File: src/gsfp_pkg.sv
// ----------------------------------------------------------------------------
// gsfp_pkg
// Shared constants for the gas sensor frame parser: frame bytes, field
// positions and configuration register map.
// ----------------------------------------------------------------------------
package gsfp_pkg;

    localparam int unsigned DataW  = 8;
    localparam int unsigned ValueW = 16;
    localparam int unsigned PosW   = 4;
    localparam int unsigned AddrW  = 3;
    localparam int unsigned ApbW   = 32;

    localparam logic [DataW-1:0] START_BYTE  = 8'hFF;
    localparam logic [DataW-1:0] PASSIVE_CMD = 8'h86;
    localparam logic [DataW-1:0] ACTIVE_GAS  = 8'h17;
    localparam logic [DataW-1:0] ACTIVE_UNIT = 8'h04;
    localparam logic [DataW-1:0] ACTIVE_DEC  = 8'h00;

    // frame byte positions, zero means hunting for the start byte
    localparam logic [PosW-1:0] POS_HUNT  = 4'd0;
    localparam logic [PosW-1:0] POS_HDR1  = 4'd1;
    localparam logic [PosW-1:0] POS_HDR2  = 4'd2;
    localparam logic [PosW-1:0] POS_HDR3  = 4'd3;
    localparam logic [PosW-1:0] POS_VAL_A = 4'd4;
    localparam logic [PosW-1:0] POS_VAL_B = 4'd5;
    localparam logic [PosW-1:0] POS_VAL_C = 4'd6;
    localparam logic [PosW-1:0] POS_VAL_D = 4'd7;
    localparam logic [PosW-1:0] POS_CHECK = 4'd8;

    localparam logic [AddrW-1:0] ADDR_UPLOAD_MODE = 3'd0;

    // upload_mode values: question-answer layout and active upload layout
    localparam logic LAYOUT_QUERY  = 1'b0;
    localparam logic LAYOUT_UPLOAD = 1'b1;

endpackage

File: src/gas_sensor_frame_parser_unit.sv
// ----------------------------------------------------------------------------
// gas_sensor_frame_parser_unit
// Hunts 9-byte sensor frames in a received byte stream, checks the header
// and checksum, and returns the decoded concentration and second value.
// ----------------------------------------------------------------------------
// Usage:
//   rx channel: one received byte per transfer (rx_valid / rx_stall).
//   result channel: one transfer per frame that reaches its checksum byte,
//   carrying concentration, second_value and checksum_ok (res_valid /
//   res_stall). Frames with a bad checksum still produce a result.
//   APB port: register 0 (address 0) is upload_mode, 1 = active layout,
//   0 = passive question-answer layout; write it only while idle.
// Timing:
//   a byte is captured in an input register and parsed from there into the
//   output register, so the checksum byte's result passes through the input
//   register and then the output register before it is valid.
//   One byte is taken every cycle while rx_stall is low; the parse stage
//   updates the frame state once per byte, which sets the rate.
// Reset: parser hunts for a start byte, upload_mode is active, no result.
// Stall: a held result freezes the parse stage; the input register takes one
//   more byte if it is empty, then rx_stall rises until the result is taken.
// ----------------------------------------------------------------------------
module gas_sensor_frame_parser_unit (
    input  logic                        clk,
    input  logic                        rst_n,
    // received bytes
    input  logic                        rx_valid,
    output logic                        rx_stall,
    input  logic [gsfp_pkg::DataW-1:0]  rx_byte,
    // decoded frames
    output logic                        res_valid,
    input  logic                        res_stall,
    output logic [gsfp_pkg::ValueW-1:0] concentration,
    output logic [gsfp_pkg::ValueW-1:0] second_value,
    output logic                        checksum_ok,
    // configuration
    input  logic                        psel,
    input  logic                        penable,
    input  logic                        pwrite,
    input  logic [gsfp_pkg::AddrW-1:0]  paddr,
    input  logic [gsfp_pkg::ApbW-1:0]   pwdata,
    output logic [gsfp_pkg::ApbW-1:0]   prdata,
    output logic                        pready
);
    import gsfp_pkg::*;

    logic                 mode_reg;
    logic                 in_valid_reg;
    logic [DataW-1:0]     in_byte_reg;
    logic [PosW-1:0]      pos_reg, pos_next;
    logic [DataW-1:0]     sum_reg, sum_next;
    logic [ValueW-1:0]    conc_reg, conc_next;
    logic [ValueW-1:0]    second_reg, second_next;
    logic                 out_valid_reg;
    logic [ValueW-1:0]    out_conc_reg;
    logic [ValueW-1:0]    out_second_reg;
    logic                 out_ok_reg;

    logic                 advance;
    logic                 do_parse;
    logic                 emit;
    logic                 hdr_ok;
    logic [DataW-1:0]     expect_sum;

    // configuration port
    assign pready = 1'b1;

    always_comb
    begin
        prdata = '0;
        if (paddr == ADDR_UPLOAD_MODE)
        begin
            prdata[0] = mode_reg;
        end
    end

    always_ff @(posedge clk or negedge rst_n)
    begin
        if (!rst_n)
        begin
            mode_reg <= LAYOUT_UPLOAD;
        end
        else if (psel && penable && pwrite && paddr == ADDR_UPLOAD_MODE)
        begin
            mode_reg <= pwdata[0];
        end
    end

    // pipeline flow: parse stage moves when the output slot is empty or being taken
    assign advance  = !out_valid_reg || !res_stall;
    assign do_parse = in_valid_reg && advance;
    assign rx_stall = in_valid_reg && !advance;

    always_ff @(posedge clk or negedge rst_n)
    begin
        if (!rst_n)
        begin
            in_valid_reg <= 1'b0;
        end
        else if (!rx_stall)
        begin
            in_valid_reg <= rx_valid;
        end
    end

    always_ff @(posedge clk)
    begin
        if (rx_valid && !rx_stall)
        begin
            in_byte_reg <= rx_byte;
        end
    end

    // header check for the current position
    always_comb
    begin
        hdr_ok = 1'b1;
        if (mode_reg == LAYOUT_UPLOAD)
        begin
            case (pos_reg)
                POS_HDR1: hdr_ok = (in_byte_reg == ACTIVE_GAS);
                POS_HDR2: hdr_ok = (in_byte_reg == ACTIVE_UNIT);
                POS_HDR3: hdr_ok = (in_byte_reg == ACTIVE_DEC);
                default:  hdr_ok = 1'b1;
            endcase
        end
        else if (pos_reg == POS_HDR1)
        begin
            hdr_ok = (in_byte_reg == PASSIVE_CMD);
        end
    end

    assign expect_sum = DataW'(0) - sum_reg;
    assign emit       = do_parse && (pos_reg == POS_CHECK);

    always_comb
    begin
        pos_next    = pos_reg;
        sum_next    = sum_reg;
        conc_next   = conc_reg;
        second_next = second_reg;
        if (do_parse)
        begin
            if (pos_reg == POS_HUNT || pos_reg > POS_CHECK)
            begin
                if (in_byte_reg == START_BYTE)
                begin
                    sum_next = '0;
                    pos_next = POS_HDR1;
                end
                else
                begin
                    pos_next = POS_HUNT;
                end
            end
            else if (pos_reg == POS_CHECK)
            begin
                pos_next = POS_HUNT;
            end
            else if (!hdr_ok)
            begin
                pos_next = POS_HUNT;
            end
            else
            begin
                sum_next = sum_reg + in_byte_reg;
                pos_next = pos_reg + PosW'(1);
                // field capture, high byte first; the high byte clears the low one
                if (mode_reg == LAYOUT_UPLOAD)
                begin
                    case (pos_reg)
                        POS_VAL_A: conc_next                   = {in_byte_reg, {DataW{1'b0}}};
                        POS_VAL_B: conc_next[DataW-1:0]        = in_byte_reg;
                        POS_VAL_C: second_next                 = {in_byte_reg, {DataW{1'b0}}};
                        POS_VAL_D: second_next[DataW-1:0]      = in_byte_reg;
                        default: ;
                    endcase
                end
                else
                begin
                    case (pos_reg)
                        POS_HDR2:  conc_next                   = {in_byte_reg, {DataW{1'b0}}};
                        POS_HDR3:  conc_next[DataW-1:0]        = in_byte_reg;
                        POS_VAL_C: second_next                 = {in_byte_reg, {DataW{1'b0}}};
                        POS_VAL_D: second_next[DataW-1:0]      = in_byte_reg;
                        default: ;
                    endcase
                end
            end
        end
    end

    always_ff @(posedge clk or negedge rst_n)
    begin
        if (!rst_n)
        begin
            pos_reg    <= POS_HUNT;
            sum_reg    <= '0;
            conc_reg   <= '0;
            second_reg <= '0;
        end
        else
        begin
            pos_reg    <= pos_next;
            sum_reg    <= sum_next;
            conc_reg   <= conc_next;
            second_reg <= second_next;
        end
    end

    // result register
    always_ff @(posedge clk or negedge rst_n)
    begin
        if (!rst_n)
        begin
            out_valid_reg <= 1'b0;
        end
        else if (advance)
        begin
            out_valid_reg <= emit;
        end
    end

    always_ff @(posedge clk)
    begin
        if (emit)
        begin
            out_conc_reg   <= conc_reg;
            out_second_reg <= second_reg;
            out_ok_reg     <= (expect_sum == in_byte_reg);
        end
    end

    assign res_valid     = out_valid_reg;
    assign concentration = out_conc_reg;
    assign second_value  = out_second_reg;
    assign checksum_ok   = out_ok_reg;

endmodule
File: config.mk
export PLATFORM = sky130hd
export DESIGN_NAME = gas_sensor_frame_parser_unit
export DESIGN_NICKNAME = d
export VERILOG_FILES = /design/src/gsfp_pkg.sv /design/src/gas_sensor_frame_parser_unit.sv
export SDC_FILE = /design/constraint.sdc
export NUM_CORES = 1
export LEC_CHECK = 0
export BUFFER_PORTS_ARGS = -buffer_cell sky130_fd_sc_hd__buf_4
export CAP_MARGIN = 40
export CELL_PAD_IN_SITES_DETAIL_PLACEMENT = 1
export CELL_PAD_IN_SITES_GLOBAL_PLACEMENT = 2
export CORE_UTILIZATION = 34
export CTS_CLUSTER_DIAMETER = 40
export CTS_CLUSTER_SIZE = 14
export DETAILED_ROUTE_END_ITERATION = 10
export PLACE_DENSITY = 0.8
export SYNTH_ARGS = -nofsm -noshare
export SYNTH_HDL_FRONTEND = slang
export SYNTH_SLANG_ARGS = --single-unit
export TNS_END_PERCENT = 100
File: constraint.sdc
create_clock -name clk -period 4 [get_ports clk]
set_input_delay 0.2 -clock clk [delete_from_list [all_inputs] [get_ports clk]]
set_output_delay 0.2 -clock clk [all_outputs]
set_load 0.01 [all_outputs]
==> out/results.txt, run 1 <==
drt initial violations = 153
reg2reg start = pos_reg[0]
clk slew on worst S/H paths = 0.07 ns
DRC = 9
clock root cell = clkbuf_16
CTS tree = done
Num CTS Buffers = 9
vias post-DR = 2491
post-detail-place hpwl = 5.95 mm
DIE AREA = 12500 um2
Final #Nets = 437
commonest cells in the netlist = dfrtp_1, edfxtp_1, buf_4
Seq pwr share = 45.6%
Setup Buffers After CTS = 0
vias in the first global route = 2564
post-synth cell types = 50
Sink Count = 88
P_sw = 708 uW
Synth area leader = edfxtp_1
post-cts sizing count = 0
worst hold path class = in -> reg
routability cong. = 0.789
CP Capture Type = flip-flop
clock skew after layout = 0.00583 ns
Clock Latency Late Sink = 0.34 ns
setup TNS = 0 ns
Yosys reg bits = 88
Cell Int Power = 1670 uW
Worst-Margin Slew = 0.668 ns
Hold Fails Final Rpt = 0
non-filler cells, final = 522
Max rail drop VDD = 0.000224 V
crit-path max FO = 13
Vias/cell = 4.77
drt total wl = 8.33 mm
PwrDens = 497 nW/um2
register area = 2410 um2
r2r setup slk = 1.31 ns
layout cell share with drive strength beyond 1 = 26.9%
slowest stage delay, CP = 0.48 ns
CTS Buffer Depth = 2
CORE AREA = 11600 um2
FF-to-FF End = conc_reg[3]
# Max-Cap Violations = 0
multi-input logic area = 1440 um2
switching part of the total = 29.7%
CP cell instances = inv_1 > ha_1 > nand3b_1 > a2bb2oi_1 > nor4_4 > o211a_1 > nand2_2 > mux2i_1
grt ovf = 0
Final Core Density = 41.4%
CP startpoint = pos_reg[0]
worst hold path depth = 1
Post-synth EDFFs = 41
clock power share = 32.6%
antenna-violating nets left = 0
min Tclk post-route = 2.69 ns
FF-to-FF path depth = 8
Post-Syn Instances = 318
Slew Viols, Final = 0
status = complete, but fails checks
antenna violations before repair = 0
area of the mapped netlist = 4090 um2
YS warnings = 0
antenna diode count = 0
first-pass GRT wire length = 14.0 mm
I/O pin cnt = 118
Comb power frac = 21.8%
Hold EP = in_byte_reg[7]
worst path required time = 4.26 ns
largest net degree at the start of global routing = 48
RSZ-0062 raised after global routing = no
top area cells in the synthesized netlist = edfxtp_1, dfrtp_1, buf_4
Fmax achieved = 372 MHz
post-DR wirelength/cell = 16.0 um
initial core utilization = 35.4%
Slowest cell on crit path = o211a_1
sequential fraction of the synthesis area = 58.9%
Die H = 112 um
share of the clock period used by the worst path = 67.3%
Hold Buf Count CTS = 1
Crit Path Class = reg -> reg
HP Start = rx_byte[7]
most frequent cell after synthesis = dfrtp_1
P_leak = 0.00213 uW
row count = 39
IO buf count = 54
die span in x = 112 um
async set-reset flop share out of synthesis = 53.4%
Total Routing Usage GR = 14.7%
Top FF cell, synth = dfrtp_1
Area Growth Syn to Fin = 17.1%
CTS H-tree depth = 3
worst rel slew slack = 55.2%
Worst setup SP type = flip-flop
post-synth top area share = 30.1%
Final setup viols = 0
failing checks = DRC
fillcell total = 1220
dpl cells = 505
Detailed Routing Iterations Pass 1 = 7
worst endpoint data arrival time = 2.95 ns
Syn Area/Cell = 12.9 um2
## placed cells by master (no fill, tap or decap), types with 2 or more instances in the layout
master | synthesis | final
o21ai_0 | 3 | 3
and3_1 | 4 | 4
mux2_2 | 16 | 16
clkbuf_16 | 0 | 9
clkinv_2 | 0 | 2
inv_1 | 17 | 17
conb_1 | 2 | 32
mux2i_1 | 9 | 9
edfxtp_1 | 41 | 41
clkinv_4 | 0 | 2
dfrtp_1 | 46 | 46
nand2_1 | 23 | 23
and2_1 | 3 | 3
nor2b_1 | 2 | 2
a22o_1 | 8 | 8
ha_1 | 12 | 12
nor3_1 | 8 | 8
nand2b_1 | 3 | 3
o21a_1 | 2 | 2
xor2_1 | 8 | 8
nand3_1 | 8 | 8
a22o_2 | 8 | 8
xnor2_1 | 10 | 10
a21oi_1 | 7 | 7
buf_4 | 36 | 55
nor3b_1 | 2 | 2
nor2_1 | 9 | 8
o211ai_1 | 4 | 4
## worst max-delay path, delay by kind of cell (launching register included)
kind / cells / cell delay [ns]
buffers and inverters: 1 / 0.09
adders and majority gates: 1 / 0.30
muxes: 1 / 0.25
and+or+nand+nor: 3 / 0.86
AOI/OAI and AO/OA: 2 / 0.66
DFF: 1 / 0.45
## cell type report
cell class                 instances  share of cell area (%)
sequential                        88                    50.3
multi-input combinational        202                    30.1
timing repair buffer              56                    8.83
clock buffer                       9                    4.70
tap                              143                    3.74
inverter                          17                    1.33
clock inverter                     7                   0.993
## power groups by stage
stage	combinational (uW)	clock [uW]	sequential, uW
after global routing	574	836	1100
after global placement	500	0	1100
after floorplan	459	0	1060
final	519	775	1090
after CTS	527	795	1090
after detailed placement	523	0	1100
## how the worst max path moves through the flow
| stage | endpoint | slack [ns] | depth (start not counted) |
|---|---|---|---|
| 2_1_floorplan | checksum_ok | 1.20 | 5 |
| 3_3_place_gp | conc_reg[4] | 1.39 | 8 |
| 3_5_place_dp | conc_reg[1] | 1.34 | 8 |
| 4_1_cts | conc_reg[3] | 1.26 | 8 |
| 5_1_grt | conc_reg[3] | 1.08 | 8 |
| 6_report | conc_reg[3] | 1.31 | 8 |
## metal layers
layer  routed length (um)  part of all wire [%]  track usage (%)  vias to the layer above
met5                    0                     0                0                        -
li1                     -                     -                -                     1180
met3                  402                   4.8             3.21                       13
met4                  167                   2.0             6.67                        0
met2                 3820                    46             22.4                       76
met1                 3940                    47             20.2                     1222
## logic make-up after synthesis
kind of cell               count (synthesis)  synth area share, %
adders and majority gates                 13                 4.16
and+or+nand+nor                           70                 8.84
AOI/OAI and AO/OA                         44                 8.78
DFF                                       88                 58.9
muxes                                     25                 6.61
buffers and inverters                     58                 8.69
xor gates and xnor gates                  18                 3.85
other                                      2                0.184
## stage by stage
step / worst slack [ns] / total power (uW) / hold slack [ns] / area (um2)
2_1_floorplan: 1.20 / 1520 / -0.0956 / 4200
3_3_place_gp: 1.39 / 1600 / 0.243 / 4510
3_5_place_dp: 1.34 / 1630 / 0.252 / 4510
4_1_cts: 1.26 / 2410 / 0.0189 / 4790
5_1_grt: 1.08 / 2510 / 0.0219 / 4790
6_report: 1.31 / 2380 / 0.0308 / 4790
Power figures use the tool's default switching activity.
==> inputs of run 2 (changes only) <==
ABC_AREA = 1   (was unset)
CORE_UTILIZATION = 28   (was 34)
PLACE_DENSITY = 0.75   (was 0.8)
clock period = 2.2 ns   (was 4 ns; I/O delays follow)
==> run 2 against run 1 <==
  * Register-to-register slack worse by 1.1 ns
  * The flow now finishes without violations
  * Largest power group unchanged
  * Critical path depth increased by 1
  * Die area grew 28%
  * Area after synthesis increased by 5.8%
==> out/results.txt, run 2 <==
status = completed
Num CTS Buffers = 9 (unchanged)
share of the clock period used by the worst path = 92.4% (+25 points)
CP cell instances = ha_1 > fa_1 > nand2_1 > inv_1 > o21ai_0 > nand2_1 > or2_2 > nand4_1 > nand2_1
post-synth top area share = 28.4% (-1.7 points)
post-detail-place hpwl = 7.56 mm (+27%)
most common cell after layout, fill and taps aside = nand2_1
Slew Viols, Final = 0 (unchanged)
Vias/cell = 4.52 (-5.4%)
largest family of logic cells by synthesized area = simple AND/OR/NAND/NOR gates
Power, Total = 4920 uW (+110%)
non-filler cells, final = 725 (+39%)
Crit Path Class = reg -> reg
dpl cells = 698 (+38%)
YS warnings = 0 (unchanged)
worst endpoint data arrival time = 2.27 ns (-0.68 ns)
simple-gate share of the synthesized area = 24.7% (+16 points)
drt initial violations = 159 (+3.9%)
DRC = 0 (-9)
Sink Count = 88 (unchanged)
grt ovf = 0 (unchanged)
die span in x = 126 um (+13%)
Slowest cell on crit path = edfxtp_1
sequential fraction of the synthesis area = 55.6% (-3.3 points)
Adder-Cell Fraction of Synth Area = 3.93% (-0.23 points)
async set-reset flop share out of synthesis = 53.4% (unchanged)
CTS Buffer Depth = 2 (unchanged)
Yosys reg bits = 88 (unchanged)
# Max-Cap Violations = 0 (unchanged)
fillcell total = 1752 (+44%)
Final Core Density = 35.3% (-6.1 points)
Max rail drop VDD = 0.000373 V (+67%)
clk slew on worst S/H paths = 0.06 ns (about the same)
antenna diode count = 0 (unchanged)
post-DR wirelength/cell = 14.1 um (-11%)
initial core utilization = 28.6% (-6.8 points)
CTS tree = done
post-synth cell types = 29 (-42%)
Synth area leader = edfxtp_1
antenna-violating nets left = 0 (unchanged)
largest net degree at the start of global routing = 48 (unchanged)
first-pass GRT wire length = 16.8 mm (+20%)
Setup Buffers After CTS = 0 (unchanged)
I/O pin cnt = 118 (unchanged)
clock skew after layout = 0.00457 ns (-0.00125 ns)
clock root cell = clkbuf_16
antenna violations before repair = 0 (unchanged)
Clock Latency Late Sink = 0.34 ns (about the same)
Detailed Routing Iterations Pass 1 = 4 (-3)
crit-path max FO = 3 (-10)
PwrDens = 921 nW/um2 (+85%)
Syn Area/Cell = 9.56 um2 (-26%)
worst rel slew slack = 59.4% (+4.2 points)
CORE AREA = 15100 um2 (+31%)
min Tclk post-route = 2.03 ns (-0.657 ns)
Top FF cell, synth = dfrtp_1
commonest non-fill, non-tap cells in the layout = nand2_1, buf_4, dfrtp_1
mux share of post-synthesis cell area = 0% (-6.6 points)
commonest cells in the netlist = nand2_1, dfrtp_1, edfxtp_1
top area cells in the synthesized netlist = edfxtp_1, dfrtp_1, nand2_1
Final #Nets = 595 (+36%)
worst hold path class = in -> reg
worst path required time = 2.44 ns (-1.82 ns)
Hold Fails Final Rpt = 0 (unchanged)
Total Routing Usage GR = 13.7% (-0.98 points)
most frequent cell after synthesis = nand2_1
CTS H-tree depth = 3 (unchanged)
Post-Syn Instances = 453 (+42%)
post-synthesis compound-gate area fraction = 3.70% (-5.1 points)
Area Growth Syn to Fin = 23.4%
slowest stage delay, CP = 0.43 ns (-0.05 ns)
row count = 45 (+15%)
Worst setup SP type = flip-flop
Fmax achieved = 492 MHz (+32%)
layout cell share with drive strength beyond 1 = 18.1% (-8.8 points)
Post-Synth XOR/XNOR Area = 2.02% (-1.8 points)
Final setup viols = 0 (unchanged)
IO buf count = 54 (unchanged)
Worst-Margin Slew = 0.609 ns (-0.0584 ns)
vias post-DR = 3274 (+31%)
drt total wl = 10.3 mm (+23%)
CP Capture Type = flip-flop
area of the mapped netlist = 4330 um2 (+5.8%)
routability cong. = 0.752 (-4.7%)
setup TNS = 0 ns (unchanged)
P_leak = 0.00255 uW (+19%)
vias in the first global route = 3250 (+27%)
Die H = 126 um (+13%)
most frequent CP cell = nand2_1
DIE AREA = 16000 um2 (+28%)
Hold WS = 0.0278 ns (-0.00308 ns)
Post-synth EDFFs = 41 (unchanged)
run 2: layer usage:
| metal | share of wire [%] | track usage (%) |
|---|---|---|
| met1 | 48 | 17.7 |
| met2 | 47 | 22.3 |
| met3 | 3.7 | 3.71 |
| met4 | 1.2 | 4.68 |
| met5 | 0 | 0 |
run 2: timing repair:
item	4_1_cts	5_1_grt
endpoints found under the hold margin	56	0
resized for setup	1	5
endpoints found under the setup margin	1	24
hold buffers	11	0
run 2: final timing paths:
path / from / cells past startpoint / slack, ns / endpoint
setup reg to reg: in_byte_reg[0] / 9 / 0.17 / sum_reg[4]
hold / removal: res_stall / 3 / 0.03 / res_valid
min in group asynchronous: rst_n / 2 / 0.32 / second_reg[7]
hold reg to reg: second_reg[7] / 0 / 0.45 / second_value[7]
max in group asynchronous: rst_n / 2 / 1.46 / sum_reg[2]
setup / recovery: in_byte_reg[0] / 9 / 0.17 / sum_reg[4]
run 2: kinds of logic (layout without fill, tap and decap cells):
group | after synthesis | count (layout)
other | 2 | 32
flip-flops | 88 | 88
AO/OA/AOI/OAI | 26 | 26
AND/OR/NAND/NOR | 239 | 239
buffers and inverters | 75 | 129
adder cells (fa/ha/maj) | 13 | 13
XOR/XNOR | 10 | 10
run 2: metrics by stage:
stage	area, um2	worst slack [ns]
finish	5340	0.166
global route	5340	-0.000607
CTS	5320	0.117
detailed placement	4930	0.0126
global placement	4930	0.0944
floorplan	4440	0.0720
run 2: final cells by class:
type | instances | area, um2 | area share, %
Sequential cell | 88 | 2410 | 45.1
Inverter | 33 | 124 | 2.32
Multi-Input combinational cell | 320 | 1640 | 30.7
Timing Repair Buffer | 80 | 666 | 12.5
Clock buffer | 13 | 250 | 4.68
Tap cell | 188 | 235 | 4.40
Clock inverter | 3 | 18.8 | 0.351
run 2: power by group:
group          leakage [uW]  internal, uW  switching [uW]  total (uW)
combinational       0.00137           535             864        1400
clock              0.000134           795             605        1400
sequential          0.00104          1940             181        2120
total               0.00255          3270            1650        4920
run 2: worst max-delay path, delay by kind of cell (launching register included):
kind / cells / cell delay (ns)
buffers and inverters: 1 / 0.05
and+or+nand+nor: 5 / 0.58
adders and majority gates: 2 / 0.72
AOI/OAI and AO/OA: 1 / 0.14
DFF: 1 / 0.43
==> inputs of run 3 (changes only) <==
CORE_MARGIN = 5   (was unset)
CORE_UTILIZATION = 34   (was 28)
PLACE_DENSITY = 0.85   (was 0.75)
TNS_END_PERCENT = 20   (was 100)
clock period = 2.35 ns   (was 2.2 ns; I/O delays follow)
==> run 3 against run 2 <==
  * Wire length is 2.4% higher
  * Final cell count is 2.6% lower
  * Maximum frequency is 4.6% lower
  * Non-clock buffer count is 3 lower
  * Combinational power is 8% lower
  * Sequential share of layout area is 0.81 points higher
  * Count of clock-buffer cells in the layout is 3 lower
  * Global-route usage is 1.2 points higher
  * Highest routed layer unchanged
==> out/results.txt, run 3 (same netlist as run 2, synthesis figures left out) <==
vias post-DR = 3325 (+1.6%)
DIE AREA = 15100 um2 (-5.5%)
clock power share = 28.7% (+0.3 points)
Clock Latency Late Sink = 0.34 ns (about the same)
post-DR wirelength/cell = 14.9 um (+5.1%)
worst endpoint data arrival time = 2.42 ns (+0.15 ns)
vias in the first global route = 3560 (+9.5%)
CORE AREA = 12600 um2 (-17%)
reg2reg start = pos_reg[0]
clock root cell = clkbuf_16
Worst-Margin Slew = 0.601 ns (-0.00795 ns)
Slew Viols, Final = 0 (unchanged)
Crit Path Class = reg -> reg
CP startpoint = pos_reg[0]
I/O pin cnt = 118 (unchanged)
P_leak = 0.00252 uW (-0.86%)
clock skew after layout = 0.00909 ns (+0.00452 ns)
worst hold path class = in -> reg
Seq pwr share = 43.3% (about the same)
CTS H-tree depth = 3 (unchanged)
Worst setup SP type = flip-flop
drt total wl = 10.5 mm (+2.4%)
Final #Nets = 592 (-0.50%)
RSZ-0062 raised after global routing = no
P_sw = 1570 uW (-4.9%)
Total Routing Usage GR = 15.0% (+1.2 points)
DRC = 0 (unchanged)
Hold WS = 0.0329 ns (+0.00514 ns)
row count = 41 (-8.9%)
antenna-violating nets left = 0 (unchanged)
Final setup viols = 0 (unchanged)
antenna diode count = 0 (unchanged)
Sink Count = 88 (unchanged)
first-pass GRT wire length = 17.5 mm (+4.3%)
commonest non-fill, non-tap cells in the layout = nand2_1, buf_4, dfrtp_1
crit path capture = second_reg[12]
antenna violations before repair = 0 (unchanged)
layout cell share with drive strength beyond 1 = 17.8% (-0.27 points)
CTS tree = done
clk slew on worst S/H paths = 0.07 ns (about the same)
Hold Fails Final Rpt = 0 (unchanged)
min Tclk post-route = 2.13 ns (+0.0991 ns)
worst path required time = 2.63 ns (+0.19 ns)
routability cong. = 0.817 (+8.7%)
largest net degree at the start of global routing = 48 (unchanged)
Cell Int Power = 3020 uW (-7.6%)
Comb power frac = 28.0% (-0.4 points)
FF-to-FF End = second_reg[12]
share of the clock period used by the worst path = 90.8% (-1.7 points)
Vias/cell = 4.71 (+4.3%)
Area Growth Syn to Fin = 21.3%
Fmax achieved = 469 MHz (-4.6%)
setup TNS = 0 ns (unchanged)
most common cell after layout, fill and taps aside = nand2_1
switching part of the total = 34.2% (+0.64 points)
r2r setup slk = 0.22 ns (+0.05 ns)
grt ovf = 0 (unchanged)
Num CTS Buffers = 9 (unchanged)
drt initial violations = 203 (+28%)
Setup Buffers After CTS = 0 (unchanged)
crit-path max FO = 17 (+14)
CTS Buffer Depth = 2 (unchanged)
Die H = 123 um (-2.8%)
worst rel slew slack = 59.9% (+0.53 points)
Detailed Routing Iterations Pass 1 = 4 (unchanged)
# Max-Cap Violations = 0 (unchanged)
status = completed
Max rail drop VDD = 0.000352 V (-5.8%)
initial core utilization = 34.4% (+5.9 points)
die span in x = 123 um (-2.8%)
IO buf count = 54 (unchanged)
FF-to-FF path depth = 10 (+1)
post-detail-place hpwl = 7.80 mm (+3.2%)
CP Capture Type = flip-flop
PwrDens = 875 nW/um2 (-5.0%)
-- run 3: power by group through the flow --
stage               clock [uW]  sequential (uW)  combinational, uW
global route              1420             2020               1480
CTS                       1350             1990               1290
floorplan                    0             1960               1010
global placement             0             2010               1210
finish                    1320             1990               1290
detailed placement           0             2020               1270
-- run 3: stage by stage --
step / setup slack (ns) / std cells / cell area, um2 / utilization, % / total power [uW]
2_1_floorplan: 0.222 / 483 / 4440 / - / 2970
3_3_place_gp: 0.255 / 680 / 4870 / 38.8 / 3210
3_5_place_dp: 0.153 / 680 / 4870 / 38.8 / 3290
4_1_cts: 0.0365 / 706 / 5250 / 41.7 / 4630
5_1_grt: 0.0235 / 706 / 5250 / 41.8 / 4910
6_report: 0.217 / 706 / 5250 / 41.8 / 4590
-- run 3: how the worst min path moves through the flow --
stage / from / end / depth (start not counted)
floorplan: rst_n / conc_reg[0] / 0
global placement: rst_n / conc_reg[15] / 1
detailed placement: rst_n / conc_reg[15] / 1
CTS: rx_valid / in_valid_reg / 3
global route: rx_valid / in_valid_reg / 3
finish: rx_valid / in_valid_reg / 3
-- run 3: layout make-up --
| type | count | area [um2] |
|---|---|---|
| fillers | 1463 | 7320 |
| flip-flops and latches | 88 | 2410 |
| repair buffers | 77 | 616 |
| multi-input cells | 320 | 1610 |
| inverters | 33 | 124 |
| well taps | 172 | 215 |
| clock buffers | 10 | 229 |
| clock inverters | 6 | 43.8 |
-- run 3: worst max-delay path: stages, from the launching register on --
cell	delay, ns
dfrtp_1	0.42
inv_1	0.14
ha_1	0.28
nand3_2	0.16
nand2_1	0.09
nand2_1	0.11
nor2_2	0.24
buf_12	0.19
buf_4	0.20
nand4_1	0.13
nand2_1	0.10
-- run 3: metal layers --
layer | global-route usage (%) | vias up | share of wire, % | wire, um
li1 | - | 1619 | - | -
met3 | 2.26 | 16 | 3.7 | 388
met1 | 18.5 | 1614 | 45 | 4760
met2 | 25.6 | 76 | 49 | 5140
met4 | 7.07 | 0 | 2.0 | 208
met5 | 0 | - | 0 | 0
-- run 3: timing repair --
item	CTS	global route
hold buffers	10	0
endpoints found under the setup margin	0	8
endpoints found under the hold margin	55	0
gates resized for setup	0	1
